===== src/rtl/core/mfr_pkg.sv =====
// ============================================================================
// mfr_pkg
// Shared types and constants of the multidrop frame receiver.
// ============================================================================
package mfr_pkg;

    // Default depth of the command store
    localparam int CMD_DEPTH_DEF = 32;

    // Byte codes
    localparam logic [7:0] LINE_FEED = 8'h0A;
    localparam logic [7:0] SUM_MASK  = 8'h7F;
    localparam logic [7:0] REPLY_OK  = 8'h80;
    localparam logic [7:0] REPLY_BAD = 8'h81;

    // Result kinds (master tuser)
    localparam logic KIND_REPLY = 1'b0;
    localparam logic KIND_CMD   = 1'b1;

    // Configuration register byte addresses
    localparam logic [1:0] ADDR_MY_ADDRESS = 2'd0;

    typedef enum logic [2:0] {
        ST_IDLE,
        ST_DATA,
        ST_CHECK,
        ST_READ,
        ST_EVAL,
        ST_FLUSH
    } fsm_state_t;

endpackage


===== src/rtl/core/mfr_cmd_ram.sv =====
// ============================================================================
// mfr_cmd_ram
// Command byte store: one write port, one read port, registered read data.
// ============================================================================
module mfr_cmd_ram #(
    parameter int CMD_DEPTH = mfr_pkg::CMD_DEPTH_DEF,
    parameter int AW        = $clog2(CMD_DEPTH)
) (
    input  logic          clk,
    input  logic          we,
    input  logic [AW-1:0] waddr,
    input  logic [7:0]    wdata,
    input  logic          re,
    input  logic [AW-1:0] raddr,
    output logic [7:0]    rdata
);

    logic [7:0] mem [CMD_DEPTH];
    logic [7:0] rdata_reg;

    always_ff @(posedge clk)
    begin
        if (we)
        begin
            mem[waddr] <= wdata;
        end
    end

    // Hold the read data until the next read
    always_ff @(posedge clk)
    begin
        if (re)
        begin
            rdata_reg <= mem[raddr];
        end
    end

    assign rdata = rdata_reg;

endmodule


===== src/rtl/core/multidrop_frame_receiver_core.sv =====
// ============================================================================
// multidrop_frame_receiver_core
// Addressed frame receiver for a 9-bit multidrop serial bus, with checksum
// test and reply / command byte delivery.
// ============================================================================
//
//  Channel   Direction  Contents
//  --------  ---------  ----------------------------------------------------
//  s_axis    in         tdata = rx_byte, tuser = ninth_bit
//  m_axis    out        tdata = out_byte, tuser = out_kind, tlast = last
//  apb       in         register 0 (byte address 0): my_address
//
//  Address and data bytes are accepted whenever offered; s_tready stays high
//  in those states. A check byte is taken only when the output register is
//  free. A match then reads the command store one byte at a time, through the
//  states ST_READ (address) and ST_EVAL (registered memory data), as the
//  store has a single read port; no new byte is taken until the last item is
//  loaded. Output stalls hold the sequencer; reset returns to idle, the store
//  is not cleared.
//
module multidrop_frame_receiver_core #(
    parameter int CMD_DEPTH = mfr_pkg::CMD_DEPTH_DEF
) (
    input  logic        clk,
    input  logic        rst_n,

    input  logic        s_tvalid,
    output logic        s_tready,
    input  logic [7:0]  s_tdata,   // [7:0] rx_byte
    input  logic        s_tuser,   // [0] ninth_bit

    output logic        m_tvalid,
    input  logic        m_tready,
    output logic [7:0]  m_tdata,   // [7:0] out_byte
    output logic        m_tuser,   // [0] out_kind
    output logic        m_tlast,

    input  logic        psel,
    input  logic        penable,
    input  logic        pwrite,
    input  logic [1:0]  paddr,
    input  logic [31:0] pwdata,
    output logic [31:0] prdata,
    output logic        pready
);

    localparam int AW = $clog2(CMD_DEPTH);
    localparam int CW = $clog2(CMD_DEPTH + 1);

    mfr_pkg::fsm_state_t state_reg, state_next;

    logic [7:0]    my_address_reg;
    logic [CW-1:0] count_reg, count_next;
    logic [7:0]    sum_reg, sum_next;
    logic [CW-1:0] rd_idx_reg, rd_idx_next;
    logic          pend_kind_reg, pend_kind_next;
    logic [7:0]    pend_byte_reg, pend_byte_next;

    logic          m_tvalid_reg, m_tvalid_next;
    logic [7:0]    m_tdata_reg;
    logic          m_tuser_reg;
    logic          m_tlast_reg;

    logic          out_free;
    logic          out_load;
    logic          out_kind;
    logic [7:0]    out_byte;
    logic          out_last;

    logic          ram_we;
    logic          ram_re;
    logic [7:0]    ram_rdata;

    // ------------------------------------------------------------------
    // Configuration port
    // ------------------------------------------------------------------
    assign pready = 1'b1;
    assign prdata = (paddr == mfr_pkg::ADDR_MY_ADDRESS) ? {24'd0, my_address_reg} : 32'd0;

    always_ff @(posedge clk or negedge rst_n)
    begin
        if (!rst_n)
        begin
            my_address_reg <= 8'd0;
        end
        else if (psel && penable && pwrite && pready
                 && paddr == mfr_pkg::ADDR_MY_ADDRESS)
        begin
            my_address_reg <= pwdata[7:0];
        end
    end

    // ------------------------------------------------------------------
    // Command store
    // ------------------------------------------------------------------
    mfr_cmd_ram #(
        .CMD_DEPTH (CMD_DEPTH),
        .AW        (AW)
    ) u_cmd_ram (
        .clk   (clk),
        .we    (ram_we),
        .waddr (count_reg[AW-1:0]),
        .wdata (s_tdata),
        .re    (ram_re),
        .raddr (rd_idx_reg[AW-1:0]),
        .rdata (ram_rdata)
    );

    // ------------------------------------------------------------------
    // Sequencer
    // ------------------------------------------------------------------
    assign out_free = !m_tvalid_reg || m_tready;

    always_ff @(posedge clk or negedge rst_n)
    begin
        if (!rst_n)
        begin
            state_reg     <= mfr_pkg::ST_IDLE;
            count_reg     <= '0;
            sum_reg       <= 8'd0;
            rd_idx_reg    <= '0;
            pend_kind_reg <= mfr_pkg::KIND_REPLY;
            pend_byte_reg <= 8'd0;
        end
        else
        begin
            state_reg     <= state_next;
            count_reg     <= count_next;
            sum_reg       <= sum_next;
            rd_idx_reg    <= rd_idx_next;
            pend_kind_reg <= pend_kind_next;
            pend_byte_reg <= pend_byte_next;
        end
    end

    always_comb
    begin
        state_next     = state_reg;
        count_next     = count_reg;
        sum_next       = sum_reg;
        rd_idx_next    = rd_idx_reg;
        pend_kind_next = pend_kind_reg;
        pend_byte_next = pend_byte_reg;
        s_tready       = 1'b0;
        out_load       = 1'b0;
        out_kind       = pend_kind_reg;
        out_byte       = pend_byte_reg;
        out_last       = 1'b0;
        ram_we         = 1'b0;
        ram_re         = 1'b0;

        case (state_reg)
            mfr_pkg::ST_IDLE:
            begin
                s_tready = 1'b1;
                if (s_tvalid && s_tready && s_tuser && s_tdata == my_address_reg)
                begin
                    state_next = mfr_pkg::ST_DATA;
                    count_next = '0;
                    sum_next   = my_address_reg;
                end
            end

            mfr_pkg::ST_DATA:
            begin
                s_tready = 1'b1;
                if (s_tvalid && s_tready)
                begin
                    // Keep summing once the store is full
                    if (count_reg < CW'(CMD_DEPTH))
                    begin
                        ram_we     = 1'b1;
                        count_next = count_reg + CW'(1);
                    end
                    sum_next = sum_reg + s_tdata;
                    if (s_tdata == mfr_pkg::LINE_FEED)
                    begin
                        state_next = mfr_pkg::ST_CHECK;
                    end
                end
            end

            mfr_pkg::ST_CHECK:
            begin
                s_tready = out_free;
                if (s_tvalid && s_tready)
                begin
                    if (s_tdata == (sum_reg & mfr_pkg::SUM_MASK))
                    begin
                        if (count_reg == '0)
                        begin
                            out_load   = 1'b1;
                            out_kind   = mfr_pkg::KIND_REPLY;
                            out_byte   = mfr_pkg::REPLY_OK;
                            out_last   = 1'b1;
                            state_next = mfr_pkg::ST_IDLE;
                        end
                        else
                        begin
                            pend_kind_next = mfr_pkg::KIND_REPLY;
                            pend_byte_next = mfr_pkg::REPLY_OK;
                            rd_idx_next    = '0;
                            state_next     = mfr_pkg::ST_READ;
                        end
                    end
                    else
                    begin
                        out_load   = 1'b1;
                        out_kind   = mfr_pkg::KIND_REPLY;
                        out_byte   = mfr_pkg::REPLY_BAD;
                        out_last   = 1'b1;
                        state_next = mfr_pkg::ST_IDLE;
                    end
                end
            end

            mfr_pkg::ST_READ:
            begin
                if (rd_idx_reg == count_reg)
                begin
                    state_next = mfr_pkg::ST_FLUSH;
                end
                else
                begin
                    ram_re     = 1'b1;
                    state_next = mfr_pkg::ST_EVAL;
                end
            end

            mfr_pkg::ST_EVAL:
            begin
                // Pending item is last if the fetched byte is zero
                if (out_free)
                begin
                    out_load = 1'b1;
                    if (ram_rdata == 8'd0)
                    begin
                        out_last   = 1'b1;
                        state_next = mfr_pkg::ST_IDLE;
                    end
                    else
                    begin
                        pend_kind_next = mfr_pkg::KIND_CMD;
                        pend_byte_next = ram_rdata;
                        rd_idx_next    = rd_idx_reg + CW'(1);
                        state_next     = mfr_pkg::ST_READ;
                    end
                end
            end

            mfr_pkg::ST_FLUSH:
            begin
                if (out_free)
                begin
                    out_load   = 1'b1;
                    out_last   = 1'b1;
                    state_next = mfr_pkg::ST_IDLE;
                end
            end

            default:
            begin
                state_next = mfr_pkg::ST_IDLE;
            end
        endcase
    end

    // ------------------------------------------------------------------
    // Output register
    // ------------------------------------------------------------------
    always_comb
    begin
        if (out_load)
        begin
            m_tvalid_next = 1'b1;
        end
        else if (m_tready)
        begin
            m_tvalid_next = 1'b0;
        end
        else
        begin
            m_tvalid_next = m_tvalid_reg;
        end
    end

    always_ff @(posedge clk or negedge rst_n)
    begin
        if (!rst_n)
        begin
            m_tvalid_reg <= 1'b0;
        end
        else
        begin
            m_tvalid_reg <= m_tvalid_next;
        end
    end

    always_ff @(posedge clk)
    begin
        if (out_load)
        begin
            m_tdata_reg <= out_byte;
            m_tuser_reg <= out_kind;
            m_tlast_reg <= out_last;
        end
    end

    assign m_tvalid = m_tvalid_reg;
    assign m_tdata  = m_tdata_reg;
    assign m_tuser  = m_tuser_reg;
    assign m_tlast  = m_tlast_reg;

endmodule


===== config.mk =====
export PLATFORM = sky130hd
export DESIGN_NAME = multidrop_frame_receiver_core
export DESIGN_NICKNAME = d
export VERILOG_FILES = /design/src/rtl/core/mfr_pkg.sv /design/src/rtl/core/mfr_cmd_ram.sv /design/src/rtl/core/multidrop_frame_receiver_core.sv
export SDC_FILE = /design/constraint.sdc
export NUM_CORES = 1
export LEC_CHECK = 0
export ABC_CLOCK_PERIOD_IN_PS = 3700
export BUFFER_PORTS_ARGS = -buffer_cell sky130_fd_sc_hd__buf_4
export CORE_MARGIN = 2
export CORE_UTILIZATION = 58
export DETAILED_ROUTE_END_ITERATION = 16
export PLACE_DENSITY = 0.74
export SYNTH_ARGS = -nofsm -noshare
export SYNTH_HDL_FRONTEND = slang
export SYNTH_SLANG_ARGS = --single-unit

===== constraint.sdc =====
create_clock -name clk -period 3.7 [get_ports clk]
set_clock_uncertainty 0.15 [all_clocks]
set_input_delay 0.185 -clock clk [delete_from_list [all_inputs] [get_ports clk]]
set_output_delay 0.185 -clock clk [all_outputs]
set_load 0.005 [all_outputs]

==> metrics.md <==
| Metric | Value |
|---|---|
| Worst IR Drop VDD | 0.000436 V |
| Minimum clock period | 3.23 ns |
| Hold WS | 0.0435 ns |
| CP top delay family | simple AND/OR/NAND/NOR gates |
| Status | finished, final reports clean |
| Antenna cell count | 0 |
| Slowest CP cell | or3b_2 |
| Library cells used by synthesis | 61 |
| CTS sink count | 314 |
| Post-synthesis cell area | around 0.013 sq mm |
| Reg2reg start | state_reg[0] |
| Setup ws final | 0.474 ns |
| Pleak | 5.28 nW |
| Largest net degree at the start of global routing | 40 |
| Drt wl/cell | around 24 um |
| Area Overhead vs Synth | 16.3% |
| Seq/Total Area, Yosys | 0.697 |
| Final Setup Violations | 0 |
| Internal power | approximately 7.1 mW |
| Die Height | 155 um |
| Pre-antenna DRT Iters | 5 |
| Slew @ Worst Pin | 1.08 ns |
| Main flop type after synthesis | edfxtp_1 |
| Period utilisation layout | 0.872 |
| Critical path depth | 5 |
| Sw frac | 0.254 |
| Max Clk Rate | roughly 310 MHz |
| Power density over the cells | 615 mW/mm^2 |
| Worst Reg2Reg Path Length in Cells | 5 |
| Starting DRT DRC Count | 667 |
| Switch Pwr | roughly 2.4 mW |
| Initial antenna violation count | 0 |
| Slew margin rel. | 0.279 |
| Register share of total power | 0.452 |
| Slew Viols, Final | 0 |
| Pre-CTS setup slack | 0.596 ns |
| CTS tree | built |
| Post-DP HPWL | 17300 um |
| Max H-tree Level | 1 |
| Total gr overflow | 0 |
| Global-route wire length before repair | 42500 um |
| Register with the most flip-flops | u_cmd_ram.mem |
| Proportion of layout cells with a drive suffix above 1 | 0.292 |
| Critical Path RT | 3.81 ns |
| R2r endpoint | u_cmd_ram.mem[8][2] |
| Core Area | 0.0225 sq mm |
| Final Util | 0.684 |
| Max FFs per register | 256 |
| Crit path buf inv count | 1 |
| Final hold viol count | 0 |
| Hold path depth | 6 |
| CP max stage delay | between 0.6 and 0.7 ns |
| Clock Path Buffers | 3 |
| Cell Chain, Critical Path | or3b_2 -> nor3b_2 -> nand2_1 -> nor2_1 -> buf_4 |
| Final layout net count | 908 |
| Num CTS Buffers | 31 |
| Drt total wl | 27900 um |
| Synthesized flop and latch total | 314 |
| Total track usage | 0.238 |
| Crit path kind | register to register |
| Worst Setup Start Kind | register |
| Clock share of power | 0.367 |
| Die Wd | 155 um |
| Top-level I/O count | 95 |
| Initial Utilization | 0.589 |
| IO buf count | 45 |
| DR vias | 7097 |
| Vias/cell | 6.14 |
| Crit path DAT | 3.33 ns |
| Reg clk slew, reported paths | 0.06 ns |
| CP Launch Point | state_reg[0] |
| Crit Path Max Fanout | 16 |
| Clk_lat worst skew | around 0.57 ns |
| Root buffer cell | clkbuf_16 |
| Combinational Power Share | 0.181 |
| Synth Instances | 740 |
| Post-synth EDFFs | 274 |
| Synthesis warning total | 0 |
| Gpl congestion | 0.844 |
| RSZ-0062 raised after global routing | no |
| Setup TNS | 0 ns |
| Worst Setup End Kind | register |
| DRC viols | 0 |
| Asr flop ratio synth | 0.127 |
| Syn Area/Cell | approximately 18 sq um |
| Row count | 55 |
| Flop-to-flop setup slack | about 0.47 ns |
| Die ar. | around 0.024 sq mm |
| Maxcap violations | 0 |
| Fillers | 1378 |
| Antenna viol nets, final | 0 |
| End point of the critical path | u_cmd_ram.mem[8][2] |
| Hold Path Class | input pin to register |
| Number of global-route vias before repair | 7209 |
==> cells by family (layout without fill, tap and decap cells) <==
logic type,Yosys count,in the layout,synth area share
adders and majority gates,12,12,0.0119
AOI/OAI and AO/OA,76,76,0.0385
and+or+nand+nor,150,150,0.0586
xor gates and xnor gates,19,19,0.0126
other,2,25,0.000567
DFF,314,314,0.697
muxes,102,102,0.155
buffers and inverters,65,173,0.0265
==> cell usage after synthesis, types with 2 or more instances <==
cell	instances	area share
ha_1	11	0.010
and3_1	2	0.00094
nor4_1	8	0.0038
nand2b_1	4	0.0019
a211oi_1	2	0.0011
o21bai_1	2	0.0011
edfxtp_1	274	0.62
xnor2_1	6	0.0040
a22oi_1	2	0.0011
or2_2	3	0.0014
xor2_1	13	0.0086
mux2_2	20	0.017
o22ai_1	2	0.00094
dfrtp_1	40	0.076
a31oi_1	3	0.0014
a21o_1	6	0.0034
buf_2	4	0.0015
nor2b_1	9	0.0043
nand2_1	26	0.0074
a21oi_1	7	0.0026
clkbuf_1	22	0.0062
buf_4	25	0.014
o21ai_0	32	0.012
mux2i_1	2	0.0015
o2bb2ai_1	3	0.0020
o31ai_1	2	0.0011
buf_1	5	0.0014
and2_1	12	0.0057
mux4_2	80	0.14
or3_1	4	0.0019
a31o_2	2	0.0013
inv_1	8	0.0023
nand4_1	4	0.0019
a41oi_1	2	0.0013
nand3_1	15	0.0057
nand3b_1	3	0.0017
nor2_1	44	0.012
nor4b_1	2	0.0013
conb_1	2	0.00057
nor3b_1	2	0.0011
nor3_1	5	0.0019
==> power groups by stage <==
| stage | combinational [mW] | sequential, mW | clock [mW] |
|---|---|---|---|
| floorplan | 1.35 | 4.18 | 0 |
| global placement | 1.62 | 4.34 | 0 |
| detailed placement | 1.68 | 4.35 | 0 |
| CTS | 1.71 | 4.28 | 3.52 |
| global route | 1.86 | 4.31 | 3.65 |
| finish | 1.71 | 4.28 | 3.48 |
==> per-stage QoR <==
stage,std cells,area (sq um),power [mW]
2_1_floorplan,763,13300,5.53
3_3_place_gp,1077,14000,5.96
3_5_place_dp,1077,14000,6.02
4_1_cts,1156,15400,9.51
5_1_grt,1156,15400,9.82
6_report,1156,15400,9.47
==> layout by cell type, fill, tap and decap left out, types with 12 or more instances in the layout <==
cell type and instances:
and2_1 12, buf_4 84, clkbuf_16 31, conb_1 25, dfrtp_1 38, dlygate4sd3_1 21
edfxtp_1 274, mux2_2 20, mux4_2 80, nand2_1 26, nand3_1 15, nor2_1 44
o21ai_0 32, xor2_1 13
==> layout make-up <==
type | instances | area (sq um) | share of cell area
clock inverter | 24 | 362 | 0.0235
tap | 285 | 357 | 0.0232
inverter | 8 | 30.0 | 0.00195
clock buffer | 34 | 787 | 0.0511
multi-input combinational | 384 | 3750 | 0.244
timing repair buffer | 107 | 881 | 0.0572
sequential | 314 | 9230 | 0.600
==> worst min-delay path by stage <==
stage            start          endpoint  slack [ns]
2_1_floorplan    rst_n      count_reg[0]       -0.26
3_3_place_gp     rst_n  pend_byte_reg[2]        0.05
3_5_place_dp     rst_n  pend_byte_reg[6]        0.05
4_1_cts        s_tuser      count_reg[5]        0.02
5_1_grt        s_tuser      count_reg[5]        0.10
6_report       s_tuser      count_reg[5]        0.04
==> worst register-to-register path, cell delays in order (launching register included) <==
cell	delay (ns)
dfrtp_1	0.60
or3b_2	0.67
nor3b_2	0.44
nand2_1	0.42
nor2_1	0.42
buf_4	0.23
==> per-layer routing <==
layer  vias up  global-route usage  part of all wire
li1       3116                   -                 -
met1      3632               0.332              0.41
met2       300               0.404              0.50
met3        49              0.0312             0.064
met4         0              0.0631             0.023
met5         -                   0                 0
==> what timing repair did <==
action,in CTS,in global routing
buffers inserted,0,0
resized for setup,0,0
hold endpoints to repair,283,0
hold buffers,21,0
No activity file was read; power rests on OpenSTA's default activity.
